==> config.mk <==
export PLATFORM = sky130hd
export DESIGN_NAME = pending_ack_retransmit_table_unit
export DESIGN_NICKNAME = d
export VERILOG_FILES = /design/src/design/parq_pkg.sv /design/src/design/parq_front.sv /design/src/design/parq_back.sv /design/src/design/pending_ack_retransmit_table_unit.sv
export SDC_FILE = /design/constraint.sdc
export NUM_CORES = 2
export LEC_CHECK = 0
export BUFFER_PORTS_ARGS = -buffer_cell sky130_fd_sc_hd__buf_4
export CELL_PAD_IN_SITES_DETAIL_PLACEMENT = 1
export CELL_PAD_IN_SITES_GLOBAL_PLACEMENT = 2
export CORE_MARGIN = 4
export CORE_UTILIZATION = 44
export DETAILED_ROUTE_END_ITERATION = 7
export GPL_TIMING_DRIVEN = 0
export PLACE_DENSITY = 0.79
export SLEW_MARGIN = 30
export SYNTH_ARGS = -nofsm -noshare
export SYNTH_HDL_FRONTEND = slang
export SYNTH_SLANG_ARGS = --single-unit
==> constraint.sdc <==
create_clock -name clk -period 8.9 [get_ports clk]
set_clock_uncertainty 0.15 [all_clocks]
set_input_delay 0 -clock clk [delete_from_list [all_inputs] [get_ports clk]]
set_output_delay 0 -clock clk [all_outputs]
set_load 0.05 [all_outputs]
==> src/design/parq_pkg.sv <==
`default_nettype none
// ----------------------------------------------------------------------------
// parq_pkg
// shared types and constants of the pending ack retransmit table
// ----------------------------------------------------------------------------
package parq_pkg;
  localparam int TableDepth = 16;
  localparam int IdxW = $clog2(TableDepth);
  localparam int CntW = $clog2(TableDepth + 1);
  localparam int QDepth = 2;

  typedef enum logic [1:0] {
    FUNC_SEND = 2'd0,
    FUNC_ACK  = 2'd1,
    FUNC_TICK = 2'd2,
    FUNC_NONE = 2'd3
  } func_t;

  typedef enum logic [2:0] {
    KIND_STORED    = 3'd0,
    KIND_DROPPED   = 3'd1,
    KIND_ACKED     = 3'd2,
    KIND_UNMATCHED = 3'd3,
    KIND_RESEND    = 3'd4
  } kind_t;

  typedef struct packed {
    func_t       func;
    logic [31:0] seq;
  } cmd_t;

  typedef struct packed {
    logic        valid;
    logic        ready;
  } hs_t;
endpackage
`default_nettype wire

==> src/design/parq_front.sv <==
`default_nettype none
// ----------------------------------------------------------------------------
// parq_front
// accepts items, drops unused codes, queues commands for the back end
// ----------------------------------------------------------------------------
module parq_front import parq_pkg::*; (
  input  wire logic        clk,
  input  wire logic        rst_n,
  input  wire logic        in_valid,
  output logic             in_ready,
  input  wire logic [1:0]  in_func,
  input  wire logic [31:0] in_seq,
  output hs_t              q_hs,
  input  wire logic        q_pop,
  output cmd_t             q_cmd
);
  localparam int QW = $clog2(QDepth);
  cmd_t         mem_r [QDepth];
  logic [QW:0]  cnt_r, cnt_nxt;
  logic [QW-1:0] wp_r, rp_r;
  logic push, keep;

  assign in_ready = (cnt_r != QW'(0) + (QW+1)'(QDepth)) ? 1'b1 : 1'b0;
  // unused function code is swallowed here
  assign keep = (func_t'(in_func) != FUNC_NONE);
  assign push = in_valid && in_ready && keep;
  assign q_hs.valid = (cnt_r != '0);
  assign q_hs.ready = in_ready;
  assign q_cmd = mem_r[rp_r];

  always_comb begin
    cnt_nxt = cnt_r + (QW+1)'(push) - (QW+1)'(q_pop);
  end

  always_ff @(posedge clk) begin
    if (!rst_n) begin
      cnt_r <= '0; wp_r <= '0; rp_r <= '0;
    end else begin
      cnt_r <= cnt_nxt;
      if (push) wp_r <= wp_r + 1'b1;
      if (q_pop) rp_r <= rp_r + 1'b1;
    end
    if (push) mem_r[wp_r] <= '{func: func_t'(in_func), seq: in_seq};
  end
endmodule
`default_nettype wire

==> src/design/parq_back.sv <==
`default_nettype none
// ----------------------------------------------------------------------------
// parq_back
// table storage and sequencer for send, ack and tick commands
// ----------------------------------------------------------------------------
module parq_back import parq_pkg::*; (
  input  wire logic        clk,
  input  wire logic        rst_n,
  input  wire logic        q_valid,
  output logic             q_pop,
  input  cmd_t             q_cmd,
  input  wire logic [15:0] timeout,
  output logic             out_valid,
  input  wire logic        out_ready,
  output logic [2:0]       out_kind,
  output logic [31:0]      out_seq,
  output logic             out_last,
  output logic             busy
);
  typedef enum logic [3:0] {
    ST_IDLE = 4'b0001, ST_ACK = 4'b0010, ST_SHIFT = 4'b0100, ST_TICK = 4'b1000
  } st_t;

  st_t st_r, st_nxt;
  logic [31:0] seq_r [TableDepth];
  logic [31:0] tim_r [TableDepth];
  logic [CntW-1:0] cnt_r;
  logic [31:0] now_r, cseq_r;
  logic [CntW-1:0] i_r;
  logic [IdxW-1:0] ix;
  logic ov_r, pend_r;      // out valid, and a held resend awaiting last info
  logic [2:0] ok_r;
  logic [31:0] os_r;
  logic ol_r;
  logic [31:0] pseq_r;
  logic out_free, emit;
  logic [2:0] ekind; logic [31:0] eseq; logic elast;
  logic [31:0] age;
  logic hit, at_end;

  assign ix = i_r[IdxW-1:0];
  assign out_valid = ov_r;
  assign out_kind = ok_r;
  assign out_seq = os_r;
  assign out_last = ol_r;
  assign out_free = !ov_r || out_ready;
  assign busy = (st_r != ST_IDLE) || ov_r || pend_r;
  assign age = now_r - tim_r[ix];
  assign hit = age > {16'd0, timeout};
  assign at_end = (i_r + CntW'(1) >= cnt_r);

  always_comb begin
    st_nxt = st_r; q_pop = 1'b0; emit = 1'b0;
    ekind = KIND_STORED; eseq = cseq_r; elast = 1'b1;
    case (st_r)
      ST_IDLE: if (q_valid && out_free && !pend_r) begin
        q_pop = 1'b1;
        case (q_cmd.func)
          FUNC_SEND: begin
            emit = 1'b1; eseq = q_cmd.seq;
            ekind = (cnt_r < CntW'(TableDepth)) ? KIND_STORED : KIND_DROPPED;
          end
          FUNC_ACK: st_nxt = (cnt_r == '0) ? ST_IDLE : ST_ACK;
          FUNC_TICK: st_nxt = (cnt_r == '0) ? ST_IDLE : ST_TICK;
          default: st_nxt = ST_IDLE;
        endcase
        if (q_cmd.func == FUNC_ACK && cnt_r == '0) begin
          emit = 1'b1; ekind = KIND_UNMATCHED; eseq = q_cmd.seq;
        end
      end
      ST_ACK: if (seq_r[ix] == cseq_r) begin
        if (out_free) begin
          emit = 1'b1; ekind = KIND_ACKED;
          st_nxt = ST_SHIFT;
        end
      end else if (at_end) begin
        if (out_free) begin
          emit = 1'b1; ekind = KIND_UNMATCHED; st_nxt = ST_IDLE;
        end
      end
      ST_SHIFT: if (at_end) st_nxt = ST_IDLE;
      ST_TICK: begin
        // a pending resend goes out with last=0 once another hit shows up
        if (hit && pend_r) begin
          if (out_free) begin
            emit = 1'b1; ekind = KIND_RESEND; eseq = pseq_r; elast = 1'b0;
            if (at_end) st_nxt = ST_IDLE;
          end
        end else if (at_end) st_nxt = ST_IDLE;
      end
      default: st_nxt = ST_IDLE;
    endcase
    // flush the held resend as last at the end of a tick scan
    if (st_r == ST_IDLE && pend_r && out_free) begin
      emit = 1'b1; ekind = KIND_RESEND; eseq = pseq_r; elast = 1'b1;
    end
  end

  logic adv;
  always_comb begin
    adv = 1'b0;
    case (st_r)
      ST_ACK: adv = (seq_r[ix] != cseq_r) && !at_end;
      ST_SHIFT: adv = 1'b1;
      ST_TICK: adv = !(hit && pend_r) || out_free;
      default: adv = 1'b0;
    endcase
  end

  always_ff @(posedge clk) begin
    if (!rst_n) begin
      st_r <= ST_IDLE; cnt_r <= '0; now_r <= '0; i_r <= '0;
      ov_r <= 1'b0; pend_r <= 1'b0;
    end else begin
      st_r <= st_nxt;
      if (emit) ov_r <= 1'b1;
      else if (out_ready) ov_r <= 1'b0;
      if (st_r == ST_IDLE && pend_r && out_free) pend_r <= 1'b0;
      if (st_r == ST_IDLE) i_r <= '0;
      else if (adv && !at_end) i_r <= i_r + CntW'(1);
      if (q_pop && q_cmd.func == FUNC_SEND && cnt_r < CntW'(TableDepth))
        cnt_r <= cnt_r + CntW'(1);
      if (q_pop && q_cmd.func == FUNC_TICK) now_r <= now_r + 32'd1;
      if (st_r == ST_ACK && st_nxt == ST_SHIFT) cnt_r <= cnt_r - CntW'(1);
      if (st_r == ST_TICK && adv && hit) pend_r <= 1'b1;
    end
    if (q_pop) cseq_r <= q_cmd.seq;
    if (emit) begin
      ok_r <= ekind; os_r <= eseq; ol_r <= elast;
    end
    if (q_pop && q_cmd.func == FUNC_SEND && cnt_r < CntW'(TableDepth)) begin
      seq_r[cnt_r[IdxW-1:0]] <= q_cmd.seq;
      tim_r[cnt_r[IdxW-1:0]] <= now_r;
    end
    // count is already reduced here, so each slot from the acked one up to below it takes its successor
    if (st_r == ST_SHIFT && i_r < cnt_r) begin
      seq_r[ix] <= seq_r[ix + IdxW'(1)];
      tim_r[ix] <= tim_r[ix + IdxW'(1)];
    end
    if (st_r == ST_TICK && adv && hit) begin
      tim_r[ix] <= now_r; pseq_r <= seq_r[ix];
    end
  end
endmodule
`default_nettype wire

==> src/design/pending_ack_retransmit_table_unit.sv <==
`default_nettype none
// ----------------------------------------------------------------------------
// pending_ack_retransmit_table_unit
// ordered table of unacknowledged sequence numbers with resend timer
// ----------------------------------------------------------------------------
// send path: an accepted item is queued in the front end, then its result is registered at the back-end output
// ack: back end busy for the pop, a search of one entry per cycle, then compaction
// tick: one entry per cycle while the output does not stall, one resend held back
// the single back-end sequencer takes a new command only when it is back in its idle state
// reset: synchronous active low; table contents stay undefined, count and time cleared
module pending_ack_retransmit_table_unit import parq_pkg::*; (
  input  wire logic        clk,
  input  wire logic        rst_n,
  input  wire logic        in_tvalid,
  output logic             in_tready,
  input  wire logic [39:0] in_tdata,   // func[1:0], seq[33:2], zero pad
  output logic             out_tvalid,
  input  wire logic        out_tready,
  output logic [39:0]      out_tdata,  // kind[2:0], seq_out[34:3], zero pad
  output logic             out_tlast,  // last
  input  wire logic        cfg_valid,
  output logic             cfg_ready,
  input  wire logic [15:0] cfg_data    // timeout_ticks
);
  hs_t  q_hs;
  cmd_t q_cmd;
  logic q_pop, busy;
  logic [15:0] timeout_r;
  logic [2:0]  kind;
  logic [31:0] seq_o;

  assign cfg_ready = 1'b1;
  always_ff @(posedge clk) begin
    if (!rst_n) timeout_r <= 16'd1000;
    else if (cfg_valid) timeout_r <= cfg_data;
  end

  parq_front u_front (
    .clk, .rst_n, .in_valid(in_tvalid), .in_ready(in_tready),
    .in_func(in_tdata[1:0]), .in_seq(in_tdata[33:2]),
    .q_hs, .q_pop, .q_cmd
  );

  parq_back u_back (
    .clk, .rst_n, .q_valid(q_hs.valid), .q_pop, .q_cmd, .timeout(timeout_r),
    .out_valid(out_tvalid), .out_ready(out_tready), .out_kind(kind),
    .out_seq(seq_o), .out_last(out_tlast), .busy
  );

  assign out_tdata = {5'd0, seq_o, kind};

  // never pop an empty queue
  a_pop: assert property (@(posedge clk) disable iff (!rst_n) q_pop |-> q_hs.valid)
    else $error("pop from empty queue");
  // result stays while stalled
  a_hold: assert property (@(posedge clk) disable iff (!rst_n)
    out_tvalid && !out_tready |=> out_tvalid && $stable(out_tdata))
    else $error("result dropped");
  // a visible result keeps the back end busy
  a_busy: assert property (@(posedge clk) disable iff (!rst_n) out_tvalid |-> busy)
    else $error("busy low with result");
endmodule
`default_nettype wire

## Yosys cells after proc, flatten, opt, wreduce, memory -nomap -nowiden

Memory sizes are Yosys's and may differ from the RTL's. A register that Yosys moved wholly into a read port is not among the register bits.
Cells that the tools add are included.

- Bitwise logic cells: 4
- Equal/unequal tests: 11
- $lt $le $gt $ge: 4
- Add/subtract/negate cells: 10
- Muxes and demuxes: 71
- Reductions and logical operators: 33

Operators by type and width:

| operator | number |
|---|---|
| 32-bit 2-to-1 mux | 9 |
| 32-bit case mux with 2 select lines | 1 |
| 32-bit OR reduction | 2 |
| 4-bit 2-to-1 mux | 15 |
| 32-bit by 1-bit adder with 32-bit output, second input constant | 1 |
| 32-bit equality test | 1 |
| 32-bit by 16-bit > comparator with 1-bit output | 1 |
| 32-bit inequality test | 1 |
| 32-bit subtractor | 1 |
| 1-bit 2-to-1 mux | 29 |
| 3-bit 2-to-1 mux | 7 |
| 1-bit logical AND | 17 |
| 4-bit case mux with 4 select lines | 1 |
| 4-bit case mux with 3 select lines | 1 |
| 5-bit by 1-bit adder with 5-bit output, second input constant | 2 |
| 5-bit 2-to-1 mux | 2 |
| 3-bit case mux with 3 select lines | 1 |
| 4-bit by 3-bit equality test with 1-bit output, second input constant | 2 |
| 2-bit nonzero test | 4 |
| 2-bit 2-to-1 mux | 3 |
| 1-bit case mux with 3 select lines | 2 |
| 5-bit >= comparator | 1 |
| 5-bit zero test | 1 |
| 5-bit < comparator | 1 |
| other kinds (19) | 27 |

- Logic and storage cells: 151
- Memory bits (writable): 1092
- Input port bits: 61
- Output and inout bits: 44
- Memories: 3
- Bits in registers: 168

Memories:

| memory | depth | bits a word | read ports | clocked after Yosys merged registers in | write ports | line | text |
|---|---|---|---|---|---|---|---|
| u_back.seq_r | 16 | 32 | 2 | 1 | 1 | parq_back.sv:25 | `logic [31:0] seq_r [TableDepth];` |
| u_back.tim_r | 16 | 32 | 2 | 1 | 1 | parq_back.sv:26 | `logic [31:0] tim_r [TableDepth];` |
| u_front.mem_r | 2 | 34 | 1 | 1 | 1 | parq_front.sv:18 | `cmd_t mem_r [QDepth];` |

## Longest topological paths before layout

- Word-level depth: 13
- Gate-level depth with buffers: 28
- Gate-level depth less buffers: 21

## Modules after synthesis

From an unflattened synthesis, not the netlist that was laid out.

- Cell total of the unflattened synthesis: 3605
- Area, all modules: 61159.9 um^2

Modules (own cells, without submodules):

| module | cells each | area each (um^2) | sequential area each (um^2) | times used |
|---|---|---|---|---|
| parq_back | 3411 | 57644.0 | 34793.4 | 1 |
| parq_front | 135 | 2862.7 | 2142.1 | 1 |
| pending_ack_retransmit_table_unit | 59 | 653.1 | 320.3 | 1 |

## Least setup slack after synthesis

Ideal clock, no wire load.

- Kind: reg2reg
- From: register (tool-made name)
- To: memory u_back.tim_r[5][0] (enable)
- Stages on the path, launching flop included: 28
- Slack: 0.189 ns
- Arrival time: 8.170 ns
- Required time: 8.359 ns
- Path buffers: 7
- Clock period less this slack: 8.711 ns
- Setup time: 0.391 ns
- Path through: dfxtp_1 -> buf_4 -> buf_2 -> buf_1 -> clkbuf_1 -> buf_2 -> buf_1 -> mux4_2 -> mux4_2 -> ha_1 -> fa_1 -> and2b_1 -> o2111ai_2 -> a211oi_1 -> nor3b_1 -> xnor2_1 -> ha_1 -> nand4_1 -> or4_1 -> a21oi_1 -> nor3_1 -> o21a_1 -> nand4_1 -> or4_4 -> nor3_1 -> nor3_1 -> buf_2 -> a31o_1

RTL lines:

| what | line |
|---|---|
| to (decl) | parq_back.sv:26 |

==> results.md <==
* Via count at 37979
* Worst skew pair latency at 0.78 ns
* Cells after synthesis at 3344
* First-pass DRT Iterations at 6
* Drc violations at 0
* R2R Setup Slk at 0.29 ns
* Non-Filler Instances at 5665
* Worst min-delay path category: input port to register
* Crit path buffers/inverters at 6
* Mean number of vias per cell at 6.70
* Post-route cell area at 71300 sq um
* # setup viols final at 0
* Pre-CTS WS at -2.03 ns
* GRT Overall Usage at 0.288
* Congestion Overflow GR at 0
* Share of cells above drive strength 1 at 0.323
* Core Rows at 135
* Max frequency at 0.116 GHz
* Top_reg_cell synth: edfxtp_1
* Worst path slowest cell: mux4_2
* RR Endpoint: u_back.out_seq[10]
* Stages on the worst setup path at 26
* Final Hold Viols at 0
* Ports at 105
* Register area share after synthesis at 0.616
* Unrepaired setup endpoints after global routing: false
* PwrDens at 210 nW/um^2
* CP Capture Type: register
* Commonest cells after routing, fill and taps aside: edfxtp_1, mux4_2, clkbuf_16
* Total power draw at 15.0 mW
* Asr flop ratio synth at 0
* GPL Wtd Cong at 0.861
* Core occupancy in the finished layout at 0.524
* DPL Wire Length at 142000 um
* CP Class: register to register
* Synth cell types at 84
* Min Tclk post-route at 8.61 ns
* Worst hold stages at 5
* Family with the most delay on the worst path: compound AO/OA/AOI/OAI gates
* First-pass GRT wire length at 291000 um
* Seq cells post-synth at 1265
* Mapped Area at 60500 sq um
* Setup ws final at 0.290 ns
* Die W at 379 um
* P_leak at 23.5 nW
* CP max stage delay at 0.57 ns
* Largest net degree at the start of global routing at 43
* Worst Path Required at 9.25 ns
* Period Utilization, post-route at 0.967
* Initial drt markers at 5097
* Area Growth Syn to Fin at 17.8%
* Min Hold Slack at 0.0662 ns
* Core ar. at 136000 sq um
* Peak supply drop at 0.158 mV
* Drt total wl at 206000 um
* Placed insts at 5280
* Post-synth EDFFs at 1192
* Commonest non-fill, non-tap cell in the layout: edfxtp_1
* Syn avg cell area at 18.1 sq um
* Area post-placement at 65200 sq um
* Initial Util at 0.445
* Slew Limit Fails at 0
* Worst reg-to-reg path cell count at 26
* Total negative setup slack at 0 ns
* Die Y at 379 um
* Avg WL per Cell at 36.4 um
* Worst-path maximum fanout at 19
* TritonCTS clock tree: done
* Post-layout net count at 3904
* Vias in the first global route at 38642
* Synthesis warning total at 0
* CTS Sinks at 1265
* Slew HR at 0.252
* Die area at 144000 sq um
* Worst slew pin tran at 1.12 ns
* H-tree depth at 4
* Root Driver: clkbuf_16
* Antenna Cells at 0
* Max Root-Sink Buffers at 3
* Max-cap violations at 0
* Num CTS Buffers at 136
* Initial antenna violation count at 4
* Setup crit end: u_back.out_seq[10]
* Final ANT Viol Nets at 0
* WP data arrival at 8.96 ns
* Status: finished, final reports clean
* PortBufs at 91
* Reg clk slew, reported paths at 0.06 ns
* Critical Path Start Type: register
worst min-delay path by stage:
stage | from | endpoint | slack, ns
after floorplan | in_tdata[2] | u_front.mem_r[0][0] | -0.05
after global placement | in_tdata[32] | u_front.mem_r[0][30] | 0.04
after detailed placement | in_tdata[17] | u_front.mem_r[1][15] | 0.04
after CTS | out_tready | u_back.out_valid | 0.009
after global routing | out_tready | u_back.out_valid | 0.09
final | out_tready | u_back.out_valid | 0.07
timing repair:
item	CTS	global route
gates resized for setup	33	13
setup endpoints to repair	627	476
pin swaps	3	0
gates cloned	1	0
endpoints found under the hold margin	185	0
buffers inserted	6	2
hold buffers	136	0
report_power, final:
part           leakage, nW  switching [mW]  total, mW  internal (mW)
combinational         9.29            1.43       2.16          0.735
clock                 2.12            2.39       5.63           3.24
sequential            12.1           0.183       7.19           7.00
logic make-up after synthesis:
| kind of cell | count (synthesis) | synth area share |
|---|---|---|
| AO/OA/AOI/OAI | 363 | 0.0419 |
| XOR/XNOR | 126 | 0.0182 |
| adder cells (fa/ha/maj) | 68 | 0.0143 |
| buffers and inverters | 314 | 0.0212 |
| flip-flops | 1265 | 0.616 |
| multiplexers | 780 | 0.254 |
| other | 2 | 0.000124 |
| AND/OR/NAND/NOR | 426 | 0.0342 |
per-layer routing:
layer / GRT usage / share of wire / vias to the layer above
met2: 0.439 / 0.46 / 2553
met3: 0.0935 / 0.13 / 348
met4: 0.0786 / 0.027 / 0
li1: - / - / 14817
met1: 0.401 / 0.39 / 20261
met5: 0 / 0 / -
final cells by class:
class / instances / area (sq um)
tap: 1781 / 2230
fill: 12235 / 64700
clock inverter: 70 / 639
buffer: 215 / 1080
clock buffer: 177 / 3710
inverter: 92 / 345
sequential: 1265 / 37300
timing repair buffer: 295 / 3490
multi-input combinational: 1770 / 22500
tightest hold or removal path: stages:
cell,delay [ns]
dlygate4sd3_1,0.53
buf_4,0.11
nor2b_1,0.09
nor2_1,0.12
a21oi_1,0.07
cell usage after synthesis (16+ instances only):
cell         n  area (sq um)
edfxtp_1  1192         35800
mux4_2     599         13500
clkbuf_1   141           529
nor2_1     133           499
a21oi_1    106           531
mux2i_1    104          1040
nand2_1     97           364
inv_1       89           334
mux2_2      76           856
xnor2_1     74           648
dfxtp_1     73          1460
ha_1        66           826
xor2_1      52           455
o21ai_0     46           230
buf_1       40           150
nand3_1     34           170
and2_1      31           194
nand4_1     26           163
a211oi_1    22           165
buf_2       22           110
nor3_1      18          90.1
buf_4       16           120
nand2b_1    16           100
flip-flops by register name, summed over array words and instances (netlist names), named ones only:
name	cells
u_back.st_r	4
u_front.mem_r	68
u_back.pseq_r	32
u_back.seq_r	512
u_front.cnt_r	2
timeout_r	16
u_back.out_last	1
u_back.tim_r	512
u_back.out_valid	1
u_back.cseq_r	32
u_back.out_kind	3
u_back.i_r	5
u_back.now_r	32
u_front.wp_r	1
u_front.rp_r	1
u_back.pend_r	1
u_back.cnt_r	5
u_back.out_seq	32
Note: power is estimated with default switching activity, not from simulation.
